`config.mk`:
```
export PLATFORM = sky130hd
export DESIGN_NAME = bts_ram
export DESIGN_NICKNAME = d
export VERILOG_FILES = /design/src/hdl/bts_ram.sv
export SDC_FILE = /design/constraint.sdc
export NUM_CORES = 2
export LEC_CHECK = 0
export BUFFER_PORTS_ARGS = -buffer_cell sky130_fd_sc_hd__buf_2
export CAP_MARGIN = 20
export CELL_PAD_IN_SITES_DETAIL_PLACEMENT = 0
export CELL_PAD_IN_SITES_GLOBAL_PLACEMENT = 1
export CORE_UTILIZATION = 55
export CTS_BUF_LIST = sky130_fd_sc_hd__clkbuf_4 sky130_fd_sc_hd__clkbuf_8
export CTS_CLUSTER_DIAMETER = 200
export DETAILED_ROUTE_END_ITERATION = 10
export GPL_TIMING_DRIVEN = 0
export PLACE_DENSITY_LB_ADDON = 0.1
export SYNTH_ARGS = -nofsm -noshare
export SYNTH_HDL_FRONTEND = slang
export SYNTH_SLANG_ARGS = --single-unit
```
`constraint.sdc`:
```
create_clock -name clock -period 7.8 [get_ports clock]
set_clock_uncertainty 0.1 [all_clocks]
set_input_delay 0.78 -clock clock [delete_from_list [all_inputs] [get_ports clock]]
set_output_delay 0.78 -clock clock [all_outputs]
set_load 0.01 [all_outputs]
```
`src/hdl/bts_ram.sv`:
```
`default_nettype none
module bts_ram #(
   parameter int Width = 16,
   parameter int Depth = 256
) (
   input  wire logic                     clock,
   input  wire logic                     wr_en,
   input  wire logic [$clog2(Depth)-1:0] wr_addr,
   input  wire logic [Width-1:0]         wr_data,
   input  wire logic                     rd_en,
   input  wire logic [$clog2(Depth)-1:0] rd_addr,
   output      logic [Width-1:0]         rd_data
);
   logic [Width-1:0] mem [Depth];

   always_ff @(posedge clock) begin
      if (wr_en) begin
         mem[wr_addr] <= wr_data;
      end
      if (rd_en) begin
         rd_data <= mem[rd_addr];
      end
   end
endmodule
`default_nettype wire

```
# --- Yosys cells after proc, flatten, opt, wreduce, memory -nomap -nowiden ---
# Memory sizes are Yosys's and may differ from the RTL's. A register that Yosys moved wholly into a read port is not among the register bits.
# Cells that the tools add are included.
classes:
  n_mux: 2
op_table:
  columns: ["op", "n"]
  rows:
  - ["$mux 1", 2]
totals:
  ram_bits: 4096
  wordCells: 3
  output_inout_bits: 16
  reg_bits: 0
  memories: 1
  inputBits: 35
memory_table:
  columns: ["memory", "words", "word_bits", "read_ports", "rd_ports_with_merged_regs", "wr", "line", "source"]
  rows:
  - ["mem", 256, 16, 1, 1, 1, "14", "logic [Width-1:0] mem [Depth];"]

# --- Longest topological paths before layout ---
logic_depth:
  ltp_word: 2
  depth_mapped: 12
  mapped_depth_nobuf: 6

# --- Least setup slack after synthesis ---
# Ideal clock, no wire load.
synth_path:
  path_kind: "input to register"
  startpoint: "input port rd_addr[0]"
  endpoint: "register rd_data[4] (read register of mem), data pin"
  n_path_buf: 3
  setup_ps: 265
  t_arrival_ps: 2764
  cell_stages: 8
  required_ps: 7435
  slack_ps: 4671
  cell_sequence: "buf_6 buf_6 buf_2 mux4_2 mux4_2 a22o_1 o32ai_2 nor4_2"
synth_rtl:
  columns: ["element", "line", "source"]
  rows:
  - ["start: declaration", "11", "input wire logic [$clog2(Depth)-1:0] rd_addr,"]
  - ["end: declaration", "12", "output logic [Width-1:0] rd_data"]

==> results.yml <==
placed_design:
  hpwl_mm: 344
  gp_congestion: 1.02
  dp_slack_ns: 1.33
  placed_area_mm2: 0.170
  io_buffers: 40
drt:
  routed_wl_mm: 500
  vias: 85400
  dr.pass1.iters: 8
  vias_per_cell: 6.73
  routedWlPerCell_um: 39.4
  drt-initial-drc-count: 13500
  drcViolationCount: 0
  drtAntennaViolNets: 0
yosys:
  ys_types: 51
  ys_top_cells_by_area: "edfxtp_1, mux4_2, mux2i_1, o221ai_1, nor2_1"
  syn-num-nets: 7395
  synth_top_cell_area_share_pct: 77.7
  syn_avg_cell_area_um2: 21.6
  yosysTopAreaCell: "edfxtp_1"
  ys_warn_count: 0
  yosysSeqAreaShare_pct: 77.7
  synth_cells: 7360
  netlist_area_mm2: 0.159
  ys_ff_latch: 4112
sta:
  setup_tns_ns: 0
  finalSetupViolations: 0
  fin_crit_ns: 5.57
  fin_ws_ns: 2.23
  slew_headroom_pct: 11.8
  rsz0062_at_grt: "no"
  slew_violations: 0
  finalHoldViolCount: 0
  tightest_slew_ns: 1.32
  min_period_over_period_pct: 71.4
  max_freq_mhz: 180
floorplanning:
  core_mm2: 0.286
  boundaryPins: 51
  fp.dieArea_mm2: 0.291
  core.rowCount: 196
  die_h_um: 539
  die_width_um: 539
  start_util_pct: 55.5
layout:
  fillers: 19500
  fin_area_mm2: 0.183
  drive_above_1_share_pct: 30.7
  mostFrequentLayoutCell: "edfxtp_1"
  synthToLayoutAreaGrowth_pct: 15.1
  final_cell_mix: "edfxtp_1, mux4_2, clkbuf_8, mux2i_1, nor2_2"
  fin_nets: 8440
clock_network:
  path_clk_slew_ns: 0.06
  ctsHoldBuffers: 16
  insertion_delay_ns: 1.24
  ctsResizeCount: 0
  cts_buffers: 656
  cts_root_buf: "clkbuf_8"
  cts.sinks: 4112
  cts_tree: "yes"
  cts_buffer_depth: 4
  cts.htree.levels: 6
  cts_setup_buffers: 0
global_route:
  gr-usage-all-layers_pct: 34.3
  antenna_found_initial: 26
  gr-total-overflow: 0
  grt_start_max_net_pins: 141
  grt_pass1_vias: 83000
  grt_pass1_wl_mm: 675
setup_path:
  start_kind: "input pin"
  critPathArrivalTime_ns: 6.37
  rrSetupSlack_ns: 3.90
  path_max_fanout: 11
  cp-end-kind: "flop"
  crit_type: "in -> reg"
  required_ns: 8.60
status:
  status: "finished clean"
run:
  cap_violations: 0
power:
  leakagePower_nw: 58.5
  power.density_mw_per_mm2: 245
  peakVddDrop_mv: 0.203
hold_path:
  hold_path_class: "in -> reg"
path summary, 6_finish.rpt:
check,from,end,depth (start not counted)
hold reg to reg,mem[200][4],rd_data[4],5
setup reg to reg,mem[41][0],rd_data[0],6
setup / recovery,rd_addr[4],rd_data[10],8
hold / removal,wr_data[1],mem[124][1],2
kinds of logic (layout without fill, tap and decap cells):
logic type,count (synthesis),after routing,share of synthesized area [%]
AO/OA/AOI/OAI,786,786,3.53
buffers and inverters,456,1989,1.69
flip-flops,4112,4112,77.7
multiplexers,1450,1450,15.5
other,0,18,0
AND/OR/NAND/NOR,556,556,1.57
area by class of cell:
cell class                      count  area [um2]  area share (%)
Inverter                            4        15.0         0.00821
Tap cell                         3762        4710            2.57
Sequential cell                  4112      123000            67.5
Antenna cell                       18        45.0          0.0246
Clock buffer                      889       10800            5.91
Multi-Input combinational cell   2792       33400            18.2
Buffer                            452        2700            1.48
Clock inverter                    257        1550           0.848
Timing Repair Buffer              387        6270            3.43
critical path, cell delays in order:
cell	delay, ns
clkbuf_1	0.82
clkbuf_1	0.87
clkbuf_1	0.93
clkbuf_1	0.87
a211oi_1	0.09
o21ai_0	0.65
nand3_1	0.40
nor4_1	0.91
synthesized netlist by cell type (all sizes together):
library cell	number
a2111oi	6
a211oi	18
a21o	2
a21oi	175
a221oi	28
a22o	32
a22oi	43
a31oi	6
and2	2
and3	11
and4	2
buf	222
clkbuf	230
edfxtp	4112
inv	4
mux2	88
mux2i	565
mux4	797
nand2	38
nand2b	3
nand3	35
nand3b	1
nand4	26
nand4b	3
nor2	304
nor2b	9
nor3	92
nor3b	1
nor4	18
nor4bb	2
o21ai	38
o221ai	253
o22ai	148
o31ai	16
o32ai	21
or2	5
or3	2
or3b	1
or4b	1
layer usage:
layer | up-vias | track usage, % | wire (um)
li1 | 33600 | - | -
met5 | - | 0.312 | 138
met3 | 938 | 11.3 | 68300
met2 | 5744 | 49.7 | 220000
met4 | 8 | 13.9 | 22300
met1 | 45100 | 48.5 | 189000
sequential cells by signal, indices dropped and copies added, names as in the netlist:
signal,cells
mem,4096
rd_data,16
report_power, final:
group          total [mW]  switching, mW  internal [mW]
Clock                17.7           8.57           9.18
Combinational        2.75           1.90          0.858
Sequential           24.4         0.0183           24.4
per-stage QoR:
step / hold slack, ns / std cells / utilization (%) / power [mW]
finish: 0.147 / 12700 / 63.9 / 44.9
detailed placement: 0.886 / 11500 / 59.5 / 27.5
floorplan: 0.779 / 7360 / - / 26.1
CTS: 0.0571 / 12600 / 63.9 / 44.9
global placement: 1.06 / 11200 / 57.2 / 27.5
global route: 0.135 / 12700 / 63.9 / 46.0
No activity file was read; power rests on OpenSTA's default activity.
